==> src/hdl/assert_macros.svh <==
// Assertion helpers, clocked on clk, disabled in reset.
`ifndef ASSERT_MACROS_SVH
`define ASSERT_MACROS_SVH

`define SMM_ASSERT_NOW(lbl, ante, cons, msg) \
    lbl: assert property (@(posedge clk) disable iff (!rst_n) (ante) |-> (cons)) \
        else $error(msg);

`define SMM_ASSERT_NEXT(lbl, ante, cons, msg) \
    lbl: assert property (@(posedge clk) disable iff (!rst_n) (ante) |=> (cons)) \
        else $error(msg);

`endif

==> src/hdl/smm_pkg.sv <==
`default_nettype none
package smm_pkg;
    localparam int MAX_DIM_DEF = 8;
    localparam int SUM_W       = 35;

    localparam logic [1:0] OP_WRITE_A = 2'd0;
    localparam logic [1:0] OP_WRITE_B = 2'd1;
    localparam logic [1:0] OP_COMPUTE = 2'd2;

    localparam logic [2:0] REG_A_ROWS = 3'd0;
    localparam logic [2:0] REG_A_COLS = 3'd1;
    localparam logic [2:0] REG_B_ROWS = 3'd2;
    localparam logic [2:0] REG_B_COLS = 3'd3;
    localparam logic [2:0] REG_ALPHA  = 3'd4;
    localparam logic [2:0] REG_BETA   = 3'd5;

    typedef struct packed {
        logic [1:0]         opcode;
        logic [2:0]         row;
        logic [2:0]         col;
        logic signed [15:0] value;
    } cmd_t;

    typedef struct packed {
        logic [2:0]         out_row;
        logic [2:0]         out_col;
        logic signed [31:0] product;
        logic               last;
    } result_t;

    typedef struct packed {
        logic               a_en;
        logic               b_en;
        logic [2:0]         row;
        logic [2:0]         col;
        logic signed [15:0] value;
    } wr_bus_t;

    typedef struct packed {
        logic                    valid;
        logic                    last;
        logic [2:0]              row;
        logic [2:0]              col;
        logic signed [SUM_W-1:0] sum;
    } cell_bus_t;
endpackage
`default_nettype wire

==> src/hdl/smm_cell.sv <==
`default_nettype none
module smm_cell #(
    parameter int MAX_DIM = 8,
    parameter int K       = 0
) (
    input  wire logic              clk,
    input  wire logic              rst_n,
    input  wire smm_pkg::wr_bus_t  wr,
    input  wire logic [3:0]        nk,
    input  wire smm_pkg::cell_bus_t bus_in,
    output smm_pkg::cell_bus_t     bus_out
);
    import smm_pkg::*;
    localparam int IW = (MAX_DIM > 1) ? $clog2(MAX_DIM) : 1;

    logic signed [15:0] a_mem [MAX_DIM];
    logic signed [15:0] b_mem [MAX_DIM];
    logic signed [15:0] a_q_reg;
    logic signed [15:0] b_q_reg;
    cell_bus_t          mid_reg;
    cell_bus_t          out_reg;
    cell_bus_t          out_next;
    logic signed [31:0] prod;
    logic               active;

    always_ff @(posedge clk)
    begin
        if (wr.a_en && wr.col == 3'(K) && {1'b0, wr.row} < 4'(MAX_DIM))
        begin
            a_mem[wr.row[IW-1:0]] <= wr.value;
        end
        if (wr.b_en && wr.row == 3'(K) && {1'b0, wr.col} < 4'(MAX_DIM))
        begin
            b_mem[wr.col[IW-1:0]] <= wr.value;
        end
        a_q_reg <= a_mem[bus_in.row[IW-1:0]];
        b_q_reg <= b_mem[bus_in.col[IW-1:0]];
    end

    assign active = 4'(K) < nk;
    assign prod   = active ? (32'(a_q_reg) * 32'(b_q_reg)) : 32'sd0;

    always_comb
    begin
        out_next     = mid_reg;
        out_next.sum = mid_reg.sum + SUM_W'(prod);
    end

    always_ff @(posedge clk or negedge rst_n)
    begin
        if (!rst_n)
        begin
            mid_reg <= '0;
            out_reg <= '0;
        end
        else
        begin
            mid_reg <= bus_in;
            out_reg <= out_next;
        end
    end

    assign bus_out = out_reg;
endmodule
`default_nettype wire

==> config.mk <==
export PLATFORM = sky130hd
export DESIGN_NAME = smm_cell
export DESIGN_NICKNAME = d
export VERILOG_FILES = /design/src/hdl/assert_macros.svh /design/src/hdl/smm_pkg.sv /design/src/hdl/smm_cell.sv
export SDC_FILE = /design/constraint.sdc
export NUM_CORES = 1
export LEC_CHECK = 0
export ABC_AREA = 1
export BUFFER_PORTS_ARGS = -buffer_cell sky130_fd_sc_hd__buf_2
export CAP_MARGIN = 20
export CORE_ASPECT_RATIO = 1.2
export CORE_UTILIZATION = 55
export CTS_CLUSTER_SIZE = 28
export DETAILED_ROUTE_END_ITERATION = 16
export PLACE_DENSITY = 0.74
export SLEW_MARGIN = 20
export SYNTH_ARGS = -nofsm -noshare
export SYNTH_HDL_FRONTEND = slang
export SYNTH_SLANG_ARGS = --single-unit
==> constraint.sdc <==
create_clock -name clk -period 20.8 [get_ports clk]
set_input_delay 4.16 -clock clk [delete_from_list [all_inputs] [get_ports clk]]
set_output_delay 4.16 -clock clk [all_outputs]
set_load 0.03 [all_outputs]
Word-level counts from Yosys, hierarchy flattened:

Memory sizes are Yosys's and may differ from the RTL's. A register that Yosys moved wholly into a read port is not among the register bits.
Cells that the tools add are included.

* memory bits (read-only): 0
* bits in writable memories: 256
* register bits: 86
* output and inout port bits: 43
* latch bits: 0
* memories: 2

* multipliers: 1
* $lt $le $gt $ge: 1
* div/mod/pow operators: 0
* bitwise operators: 0
* eq/ne operators: 0
* $add $sub $neg: 1
* shift-type cells: 0
* muxes and demuxes: 5
* reduce and logical (&&, ||, !) cells: 4

Memory list
* a_mem: depth 8, width 16, rd ports 1, clocked after memory_dff 1, wr ports 1, line smm_cell.sv:16 `logic signed [15:0] a_mem [MAX_DIM];`
* b_mem: depth 8, width 16, rd ports 1, clocked after memory_dff 1, wr ports 1, line smm_cell.sv:17 `logic signed [15:0] b_mem [MAX_DIM];`

Operators with widths (count)
* $add 35x32->35: 1
* $mul 16x16->32: 1
* $mux 32: 1
* $logic_not 3->1: 2
* $lt 1x4->1 const A: 1
* $mux 1: 4
* $logic_and 1x1->1: 2

Logic depth before layout (Yosys ltp):

* depth in word-level cells: 4
* depth in mapped cells: 43
* depth with buffers taken out: 41

Least setup slack after synthesis:

No wires, ideal clock.

* path kind: register -> register
* start: reg b_q_reg[7], read port of b_mem
* end: reg out_reg (netlist bit bus_out[28])
* clock period less this slack: 6872 ps
* cell stages (with the launch flop): 34
* library setup time: 123 ps
* slack: 13928 ps
* data arrival time: 6749 ps
* cells stage by stage: dfxtp_1 clkbuf_1 clkbuf_1 nand2_1 fa_1 inv_1 fa_1 inv_1 fa_1 inv_1 fa_1 fa_1 inv_1 fa_1 inv_1 ha_1 nand2_1 inv_1 nand2_1 and2_1 nand3_2 a21oi_1 o221ai_1 nand2_1 nand2_1 o21ai_0 a21oi_1 ha_1 nand2_1 nor2_1 inv_1 o311ai_0 a21oi_1 xnor2_1

RTL lines
* start, declared: line smm_cell.sv:19 `logic signed [15:0] b_q_reg;`
* end signal, assigned: line smm_cell.sv:59 `out_reg <= out_next;`
* end, declared: line smm_cell.sv:21 `cell_bus_t out_reg;`

==> flow_summary.yaml <==
setup_path:
  worst_setup_path_end_kind: "flip-flop"
  worst_path_largest_cell_delay_ns: 0.91
  slowest_stage: "sky130_fd_sc_hd__fa_1"
  worst-path-max-fanout: 16
  worst_ep_required_time_ns: 21.24
  cpMostUsedCell: "sky130_fd_sc_hd__fa_1"
  arrival_ns: 8.40
  rrSetupSlack_ns: 12.84
  startpoint_type: "flip-flop"
  type_of_the_worst_setup_path: "flip-flop to flip-flop"
clock_tree:
  numCtsBuffers: 39
  postCtsSetupBuffers: 0
  path_clk_slew_ns: 0.05
  clock-root-buffer: "sky130_fd_sc_hd__clkbuf_16"
  clock_sinks: 374
  post_cts_resized: 0
  cts-root-to-sink-buffers: 3
  cts_tree: "yes"
  clkLatencyLatePin_ns: 0.57
  hold_buffers: 0
  cts-htree-levels: 2
flow_run:
  timing.max_cap.violations: 0
worst_hold_path:
  timing.hold.worst.class: "flip-flop to flip-flop"
synth:
  postSynthAreaPerCell_um2: 9.82
  synth.yosys.seq_area_share: 0.421
  synth_flop_cell: "sky130_fd_sc_hd__edfxtp_1"
  synth_top_area_share: 0.309
  synthesis.area_um2: 24900
  synth.lib_cells_used.distinct: 48
  asyncSetResetFlopFracSynth: 0.230
  yosysTopAreaCell: "sky130_fd_sc_hd__edfxtp_1"
  synthCells: 2533
  mappedNetlistNets: 2982
  synth_enable_flop_cells: 256
  synthesis.yosys.warnings: 0
  synth.area.top_cells: "sky130_fd_sc_hd__edfxtp_1 31%, sky130_fd_sc_hd__fa_1 21%, sky130_fd_sc_hd__dfrtp_1 8.7%, sky130_fd_sc_hd__inv_1 7.5%, sky130_fd_sc_hd__nand2_1 6.1%"
  ff_latch_count_synth: 374
sta:
  timing.final.hold_violations: 0
  setup_viol_count_final: 0
  timing_worst_slew_pin_value_ns: 1.12
  setup-tns-final_ns: 0
  max-slew-margin-rel: 0.256
  max_freq_mhz: 126
  timing_max_transition_violations_final: 0
  final.setup_skew_ns: 0.0200
  final_period_minus_worst_setup_slack_ns: 7.96
  fin_crit_sh: 0.383
  setup_repair_after_global_routing_missed_its_margin: "false"
floorplanning:
  die_x_um: 196
  initial_core_util: 0.556
  die_area_um2: 46100
  dieHeight_um: 235
  design.core.area_um2: 44800
  floorplan.rows: 85
  ios: 116
place:
  dp.final_hpwl_um: 39900
  routabilityCongestion: 0.899
  portBuffers: 115
routing:
  vias: 17000
  route.final.wire_length_um: 55300
  detailedRoute.firstPassIterationCount: 5
  drc_errors: 0
  avgViaCountPerCell: 5.26
  drt_iter0_markers: 961
  route.detailed.wl_per_inst_um: 17.1
  route.antenna.remaining_nets: 0
global_routing:
  wire_length_of_the_first_global_routing_pass_um: 89900
  global_route.usage.total: 0.248
  grt_max_degree: 69
  grt-ovfl-total: 0
  number_of_antenna_violations_at_the_first_check_in_global_routing: 0
  vias_in_the_first_global_route: 17900
finish:
  multi_input_comb_area_um2: 12200
  areaGrowthSynthToFinish_pct: 9.64
  final-seq-area_um2: 10500
  insertedDiodeCount: 0
  final_layout_fill_cell_count: 3673
  design.final.nets: 3047
  drive_gt1_frac: 0.0929
status:
  outcome: "completed"
-- layer usage --
metal / wire (um) / GRT usage
met1: 22500 / 0.307
met3: 3070 / 0.0329
met4: 1770 / 0.0904
met5: 0 / 0
met2: 27900 / 0.441
-- worst max-delay path, delay by kind of cell (launching register included) --
family	cells	cell delay (ns)
AOI/OAI and AO/OA	4	1.26
and+or+nand+nor	7	0.91
xor gates and xnor gates	1	0.17
adders and majority gates	8	4.31
DFF	1	0.79
buffers and inverters	5	0.40
-- path summary, 6_finish.rpt --
path                                     to  cells past startpoint        start
worst max-delay path            bus_out[28]                     25   b_q_reg[1]
worst min-delay path            bus_out[37]                      0  mid_reg[37]
worst max register to register  bus_out[28]                     25   b_q_reg[1]
worst min register to register  bus_out[37]                      0  mid_reg[37]
max in group asynchronous       mid_reg[42]                      2        rst_n
min in group asynchronous       mid_reg[36]                      1        rst_n
-- logic make-up after synthesis --
family | share of synthesized area
xor+xnor | 0.0165
flops | 0.421
compound gates | 0.0744
buf+inv | 0.0921
simple gates | 0.127
fa+ha+maj | 0.269
-- synthesized netlist by cell type, types with 26 or more instances --
cell                       number
sky130_fd_sc_hd__o21ai_0      161
sky130_fd_sc_hd__dfrtp_1       86
sky130_fd_sc_hd__ha_1         113
sky130_fd_sc_hd__nand3_1       26
sky130_fd_sc_hd__clkbuf_1     100
sky130_fd_sc_hd__nor2_1       317
sky130_fd_sc_hd__edfxtp_1     256
sky130_fd_sc_hd__o22ai_1       32
sky130_fd_sc_hd__a21oi_1       73
sky130_fd_sc_hd__fa_1         263
sky130_fd_sc_hd__dfxtp_1       32
sky130_fd_sc_hd__nand2_1      405
sky130_fd_sc_hd__inv_1        494
sky130_fd_sc_hd__a31oi_1       34
-- cell usage in the layout, fill, tap and decap left out, types with 11 or more instances in the layout --
master	count
sky130_fd_sc_hd__inv_1	494
sky130_fd_sc_hd__nand2_1	405
sky130_fd_sc_hd__nor2_1	310
sky130_fd_sc_hd__fa_1	263
sky130_fd_sc_hd__edfxtp_1	256
sky130_fd_sc_hd__o21ai_0	161
sky130_fd_sc_hd__buf_2	114
sky130_fd_sc_hd__ha_1	113
sky130_fd_sc_hd__dfrtp_1	86
sky130_fd_sc_hd__a21oi_1	73
sky130_fd_sc_hd__clkbuf_16	39
sky130_fd_sc_hd__a31oi_1	34
sky130_fd_sc_hd__o22ai_1	32
sky130_fd_sc_hd__dfxtp_1	32
sky130_fd_sc_hd__nand3_1	26
sky130_fd_sc_hd__xor2_1	25
sky130_fd_sc_hd__xnor2_1	20
sky130_fd_sc_hd__buf_4	14
sky130_fd_sc_hd__clkbuf_1	12
sky130_fd_sc_hd__nor2_2	11
-- final cells by class --
cell class                      count  share of cell area
Inverter                          506              0.0696
Multi-Input combinational cell   1549               0.446
Clock buffer                       53              0.0384
Sequential cell                   374               0.384
Tap cell                          609              0.0279
Timing Repair Buffer              128              0.0248
Clock inverter                     17             0.00908
-- per-stage QoR --
stage	hold WS [ns]	area [um^2]	cells	setup slack (ns)	utilization
6_report	0.346	27300	3236	12.84	0.609
5_1_grt	0.353	27300	3236	12.33	0.609
4_1_cts	0.349	27300	3236	12.87	0.609
3_5_place_dp	0.336	26000	3166	12.89	0.580
3_3_place_gp	0.332	26000	3166	13.06	0.580
2_1_floorplan	0.331	24900	2533	13.93	-
Power is left out: the tool's default activity adds up to more than one toggle a clock period on the data nets, which glitch-free logic cannot reach.
