===== config.mk =====
export PLATFORM = sky130hd
export DESIGN_NAME = smm_scale
export DESIGN_NICKNAME = d
export VERILOG_FILES = /design/src/hdl/assert_macros.svh /design/src/hdl/smm_pkg.sv /design/src/hdl/smm_scale.sv
export SDC_FILE = /design/constraint.sdc
export NUM_CORES = 2
export LEC_CHECK = 0
export BUFFER_PORTS_ARGS = -buffer_cell sky130_fd_sc_hd__buf_2
export CORE_ASPECT_RATIO = 1.1
export CORE_UTILIZATION = 55
export DETAILED_ROUTE_END_ITERATION = 16
export PLACE_DENSITY = 0.7
export SYNTH_ARGS = -nofsm -noshare
export SYNTH_HDL_FRONTEND = slang
export SYNTH_SLANG_ARGS = --single-unit

===== constraint.sdc =====
create_clock -name clk -period 7.3 [get_ports clk]
set_input_delay 1.095 -clock clk [delete_from_list [all_inputs] [get_ports clk]]
set_output_delay 1.095 -clock clk [all_outputs]
set_load 0.005 [all_outputs]

===== src/hdl/assert_macros.svh =====
// Assertion helpers, clocked on clk, disabled in reset.
`ifndef ASSERT_MACROS_SVH
`define ASSERT_MACROS_SVH

`define SMM_ASSERT_NOW(lbl, ante, cons, msg) \
    lbl: assert property (@(posedge clk) disable iff (!rst_n) (ante) |-> (cons)) \
        else $error(msg);

`define SMM_ASSERT_NEXT(lbl, ante, cons, msg) \
    lbl: assert property (@(posedge clk) disable iff (!rst_n) (ante) |=> (cons)) \
        else $error(msg);

`endif


===== src/hdl/smm_pkg.sv =====
`default_nettype none
package smm_pkg;
    localparam int MAX_DIM_DEF = 8;
    localparam int SUM_W       = 35;

    localparam logic [1:0] OP_WRITE_A = 2'd0;
    localparam logic [1:0] OP_WRITE_B = 2'd1;
    localparam logic [1:0] OP_COMPUTE = 2'd2;

    localparam logic [2:0] REG_A_ROWS = 3'd0;
    localparam logic [2:0] REG_A_COLS = 3'd1;
    localparam logic [2:0] REG_B_ROWS = 3'd2;
    localparam logic [2:0] REG_B_COLS = 3'd3;
    localparam logic [2:0] REG_ALPHA  = 3'd4;
    localparam logic [2:0] REG_BETA   = 3'd5;

    typedef struct packed {
        logic [1:0]         opcode;
        logic [2:0]         row;
        logic [2:0]         col;
        logic signed [15:0] value;
    } cmd_t;

    typedef struct packed {
        logic [2:0]         out_row;
        logic [2:0]         out_col;
        logic signed [31:0] product;
        logic               last;
    } result_t;

    typedef struct packed {
        logic               a_en;
        logic               b_en;
        logic [2:0]         row;
        logic [2:0]         col;
        logic signed [15:0] value;
    } wr_bus_t;

    typedef struct packed {
        logic                    valid;
        logic                    last;
        logic [2:0]              row;
        logic [2:0]              col;
        logic signed [SUM_W-1:0] sum;
    } cell_bus_t;
endpackage
`default_nettype wire


===== src/hdl/smm_scale.sv =====
`default_nettype none
module smm_scale (
    input  wire logic               clk,
    input  wire logic               rst_n,
    input  wire smm_pkg::cell_bus_t bus_in,
    input  wire logic signed [31:0] scale,
    input  wire logic               match,
    output logic                    strobe,
    output smm_pkg::result_t        result
);
    import smm_pkg::*;
    localparam int HI_W = SUM_W - 16;
    localparam int FW   = SUM_W + 33;

    logic               v1_reg, v2_reg, v3_reg;
    logic               l1_reg, l2_reg;
    logic [2:0]         r1_reg, r2_reg, c1_reg, c2_reg;
    logic signed [48:0] lo_reg;
    logic signed [HI_W+31:0] hi_reg;
    logic signed [FW-1:0]    full_reg;
    logic signed [FW-17:0]   q;
    logic signed [31:0]      sat;
    result_t                 res_reg;

    assign q = full_reg[FW-1:16];

    always_comb
    begin
        if (q > (FW-16)'(33'sh0_7FFF_FFFF))
        begin
            sat = 32'sh7FFF_FFFF;
        end
        else if (q < -(FW-16)'(33'sh0_8000_0000))
        begin
            sat = 32'sh8000_0000;
        end
        else
        begin
            sat = q[31:0];
        end
    end

    always_ff @(posedge clk or negedge rst_n)
    begin
        if (!rst_n)
        begin
            v1_reg <= 1'b0;
            v2_reg <= 1'b0;
            v3_reg <= 1'b0;
        end
        else
        begin
            v1_reg <= bus_in.valid;
            v2_reg <= v1_reg;
            v3_reg <= v2_reg;
        end
    end

    always_ff @(posedge clk)
    begin
        lo_reg   <= $signed({1'b0, bus_in.sum[15:0]}) * scale;
        hi_reg   <= $signed(bus_in.sum[SUM_W-1:16]) * scale;
        l1_reg   <= bus_in.last;
        r1_reg   <= bus_in.row;
        c1_reg   <= bus_in.col;
        full_reg <= (FW'(hi_reg) <<< 16) + FW'(lo_reg);
        l2_reg   <= l1_reg;
        r2_reg   <= r1_reg;
        c2_reg   <= c1_reg;
        res_reg.out_row <= r2_reg;
        res_reg.out_col <= c2_reg;
        res_reg.product <= match ? sat : 32'sd0;
        res_reg.last    <= l2_reg;
    end

    assign strobe = v3_reg;
    assign result = res_reg;
endmodule
`default_nettype wire


* After elaboration in Yosys (flattened, before gate mapping)
Cells that the tools add are included.
** Operators by class
- Add/subtract/negate cells :: 1
- $mul :: 2
- $lt $le $gt $ge :: 2
- Multiplexer cells :: 2
- Bitwise operators :: 1
- Reduce and logical (&&, ||, !) cells :: 1
** Operator list (count)
- adder 67 x 49 -> 68 bit :: 1
- > comparator 52 x 32 -> 1 bit, second input constant :: 1
- less-than comparator 52 x 32 -> 1 bit, second input constant :: 1
- multiplier 19 x 32 -> 51 bit :: 1
- multiplier 17 x 32 -> 49 bit :: 1
- 2-to-1 mux 32 bit :: 1
- 2-to-1 mux 31 bit :: 1
- OR reduction 2 bit :: 1
- NOT 1 bit :: 1
** Word-level totals
- Register bits :: 224
- Logic and storage cells :: 26

* Depth between registers and ports, before layout
- Word-level depth :: 3
- Mapped depth :: 25
- Mapped depth without buffers :: 24

* Worst setup path after synthesis
OpenSTA, ideal clock, no wires.
- Path type :: input -> register
- From :: input port scale[31]
- To :: register hi_reg[49]
- Setup time :: 91 ps
- Arrival time :: 7512 ps
- Setup slack :: -303 ps
- Stages on the path :: 23
- Path buffers :: 2
- Cells stage by stage :: clkbuf_1 clkbuf_1 nand2_1 fa_1 inv_1 fa_1 fa_1 fa_1 fa_1 inv_1 fa_1 inv_1 ha_1 ha_1 a21o_1 a21o_1 a21o_1 a21oi_1 o21bai_1 a21o_1 a21oi_1 mux2_2 a311oi_1
** Between the ends
- Longest elaborated chain between the ends :: 1
** RTL lines
- start: declaration :: line smm_scale.sv:6 : input wire logic signed [31:0] scale,
- multiplier 19 x 32 -> 51 bit :: line smm_scale.sv:62 : hi_reg <= $signed(bus_in.sum[SUM_W-1:16]) * scale;
- end signal: assignment :: line smm_scale.sv:62
- end: declaration :: line smm_scale.sv:19 : logic signed [HI_W+31:0] hi_reg;
No other way between the ends.
A chain may end at the register's enable or synchronous reset.

* Worst setup path in the final report
- From :: input port bus_in[30] (netlist bit)
- To :: register hi_reg[46]
** Between the ends
- Longest elaborated chain between the ends :: 1
** RTL lines
- start: declaration :: line smm_scale.sv:5 : input wire smm_pkg::cell_bus_t bus_in,
- multiplier 19 x 32 -> 51 bit :: line smm_scale.sv:62
No other way between the ends.

==> reports/qor.log <==
INFO  routing        drc_errors=0
INFO  clock_network  worstSkewPairLatency=470ps
INFO  grt            grt_start_max_net_pins=33
INFO  routing        post_drt_wl_per_cell=18.2um
INFO  synth          fraction_of_registers_with_async_set_or_reset_after_synthesis=1.56%
INFO  critical_path  critical_path_endpoint_category=flop
INFO  routing        drt_first_iter_violations=1992
INFO  clock_network  cts_made_buffers=17
INFO  timing         rsz0062_at_grt=yes
INFO  cells_and_area finish.net_count=6787
INFO  cells_and_area final_core_utilization=62.5%
INFO  floorplan      floorplan.die_area=83900um^2
INFO  synth          synthMostInstantiatedCell=inv_1
INFO  grt            grt.overflow.total=0
INFO  floorplan      fp.dieW=276um
INFO  floorplan      ios=118
INFO  grt            number_of_global_route_vias_before_repair=37200
INFO  timing         fmax=0.141GHz
INFO  critical_path  kind_of_start_point_of_the_critical_path=primary input
INFO  synth          post_synthesis_net_count=6456
INFO  timing         skew=13.6ps
INFO  timing         slew_headroom=40.7%
INFO  hold_path      min_path_type=reg2reg
INFO  cells_and_area largest_register_ffs=52
INFO  cells_and_area flow.area_growth_from_synthesis=12.5%
INFO  synth          netlist.top_cell.by_area=fa_1
INFO  cells_and_area multiInputGateArea=36400um^2
INFO  grt            grt_usage=29.3%
INFO  floorplan      rows=110
INFO  run            maxCapViolCount=0
INFO  synth          synth.distinct_cells=76
INFO  timing         finalWorstPathRequiredPeriod=7070ps
INFO  synth          avg_inst_size_synth=9.11um^2
INFO  timing         setup_violations=0
INFO  routing        wirelength=117mm
INFO  synth          synth.top_cell.area_share=47.4%
INFO  cells_and_area sequential_cell_area=3860um^2
INFO  place          dpl.hpwl=101mm
INFO  critical_path  crit_cells=24
INFO  place          final_weighted_congestion_of_routability_driven_global_placement=0.954
INFO  hold_path      hold_crit_depth=0
INFO  synth          synth_top_cells_by_area=fa_1, inv_1, ha_1
INFO  critical_path  crit_buf_inv=6
INFO  clock_network  tritoncts=yes
INFO  place          port-buffer-count=117
INFO  synth          synth_seq_area_share=8.48%
INFO  critical_path  cpMostUsedCell=fa_1
INFO  critical_path  cp.arrival=7470ps
INFO  critical_path  cpLargestDelayFamily=adder cells
INFO  clock_network  cts.hold.buffers_added=0
INFO  clock_network  path_clk_slew=70ps
INFO  synth          post_synth_edffs=0
INFO  synth          ys_dominant_reg_cell=dfxtp_1
INFO  critical_path  worstRegToRegCells=11
INFO  timing         finalHoldViolations=0
INFO  routing        drtPass1Iterations=5
INFO  critical_path  worst-path-max-fanout=8
INFO  synth          synth_warnings=0
INFO  routing        drt-vias-per-instance=5.29
INFO  routing        detail-route-antenna-nets=0
INFO  grt            antenna_found_initial=11
INFO  timing         post-route-period-util=96.9%
INFO  critical_path  criticalPathCategory=in2reg
INFO  grt            grt_first_pass_wirelength=193mm
INFO  floorplan      fp.coreArea=81900um^2
INFO  synth          synth_area=45500um^2
INFO  clock_network  cts.path.max_buffers=2
INFO  critical_path  critical-path-slowest-cell=fa_1
INFO  critical_path  crit_path_cell_trace=buf_4, buf_12, and2_4, fa_1, inv_1, fa_1, inv_2, fa_1, fa_1, fa_1, fa_1, fa_1, ha_4, nand4_1, buf_4, nor3_2, buf_4, nand4_1, o211a_1, nor2_4, a311oi_2, o21a_2, o21bai_1, xor2_1
INFO  clock_network  numClockSinks=192
INFO  timing         tightest_slew=878ps
INFO  clock_network  clock_tree.htree_level_count=4
INFO  critical_path  crit_path_max_incr_delay=570ps
INFO  synth          synth_common_cells=inv_1, fa_1, nand2_1, and2_1, ha_1
INFO  cells_and_area filler_cell_count=6907
INFO  floorplan      die_height=304um
INFO  critical_path  cp.required=7700ps
INFO  routing        routed-via-count=33900
INFO  floorplan      initial_core_util=55.6%
INFO  clock_network  cts-root-buf=clkbuf_16
INFO  synth          synth.ff_latch_count=192
INFO  synth          syn_inst=4995
INFO  cells_and_area drive_gt1_share=11.8%
INFO  run_status     status=finished, final reports clean
INFO  timing         timing_max_transition_violations_final=0
==> cell usage in the layout, fill, tap and decap left out, types with 7 or more instances in the layout <==
cell type	n
clkbuf_4	19
nand2b_1	13
a221oi_1	7
nor2b_1	15
and3_1	13
clkbuf_16	18
buf_4	394
o211ai_1	13
a21boi_0	38
and2_1	428
buf_6	14
xor2_1	48
dfxtp_1	189
nand2_1	763
o21ai_0	39
a21o_1	77
o21a_1	18
inv_1	1182
ha_1	303
buf_12	38
a211oi_1	10
nor3_1	23
buf_2	83
nand3_1	23
nand4_1	31
a21oi_1	106
nor4_1	9
o21bai_1	23
xnor2_1	78
nor2_1	106
a31oi_1	7
fa_1	1075
==> cell type report <==
type                    count  share of cell area (%)
multi-input cells        3378                    71.1
repair buffers            553                    8.83
inverters                1184                    8.68
flip-flops and latches    192                    7.54
well taps                1064                    2.60
clock buffers              17                   0.831
clock inverters            15                   0.367
diodes                      1                 0.00489
==> logic make-up (layout without fill, tap and decap cells) <==
kind of cell,count (synthesis),in the layout,share of synthesized area (%)
simple gates,1458,1458,15.3
other cells,0,1,0
xor+xnor,126,126,2.43
compound gates,409,409,6.17
flops,192,192,8.48
mux,2,2,0.0467
fa+ha+maj,1383,1383,55.8
buf+inv,1425,1769,11.8
==> per-stage QoR <==
step | area [um^2] | setup WS, ps | hold WS, ps | setup TNS (ps) | std cells
3_3_place_gp | 50200 | -554 | 311 | -9900 | 6365
5_1_grt | 51200 | -65.5 | 337 | -65.5 | 6404
3_5_place_dp | 50200 | -629 | 312 | -12520 | 6365
4_1_cts | 50800 | 3.15 | 330 | 0 | 6397
6_report | 51200 | 227 | 329 | 0 | 6404
2_1_floorplan | 45500 | 1.56 | 310 | 0 | 4995
==> per-layer routing <==
metal	track usage, %	routed length, um	part of all wire, %	vias up
met5	0	115	0.099	-
met2	51.0	57300	49	1072
met4	11.0	4810	4.1	18
li1	-	-	-	15300
met3	4.18	7290	6.2	272
met1	36.9	47200	40	17200
==> worst paths after layout <==
path                                     from                   end  slack (ps)
setup / recovery                   bus_in[30]    hi_reg[46]$_DFF_P_         230
hold / removal              c1_reg[2]$_DFF_P_     c2_reg[2]$_DFF_P_         330
setup reg to reg           lo_reg[48]$_DFF_P_  full_reg[65]$_DFF_P_        3700
hold reg to reg             c1_reg[2]$_DFF_P_     c2_reg[2]$_DFF_P_         330
max in group asynchronous               rst_n      strobe$_DFF_PN0_        6800
min in group asynchronous               rst_n      v1_reg$_DFF_PN0_         400
==> repair_timing <==
item,in CTS,in global routing
pin swaps,0,26
setup buffers,0,5
gates cloned,0,1
gates resized for setup,5,99
endpoints found under the setup margin,13,23
Power is left out: the tool's default activity adds up to more than one toggle a clock period on the data nets, which glitch-free logic cannot reach.
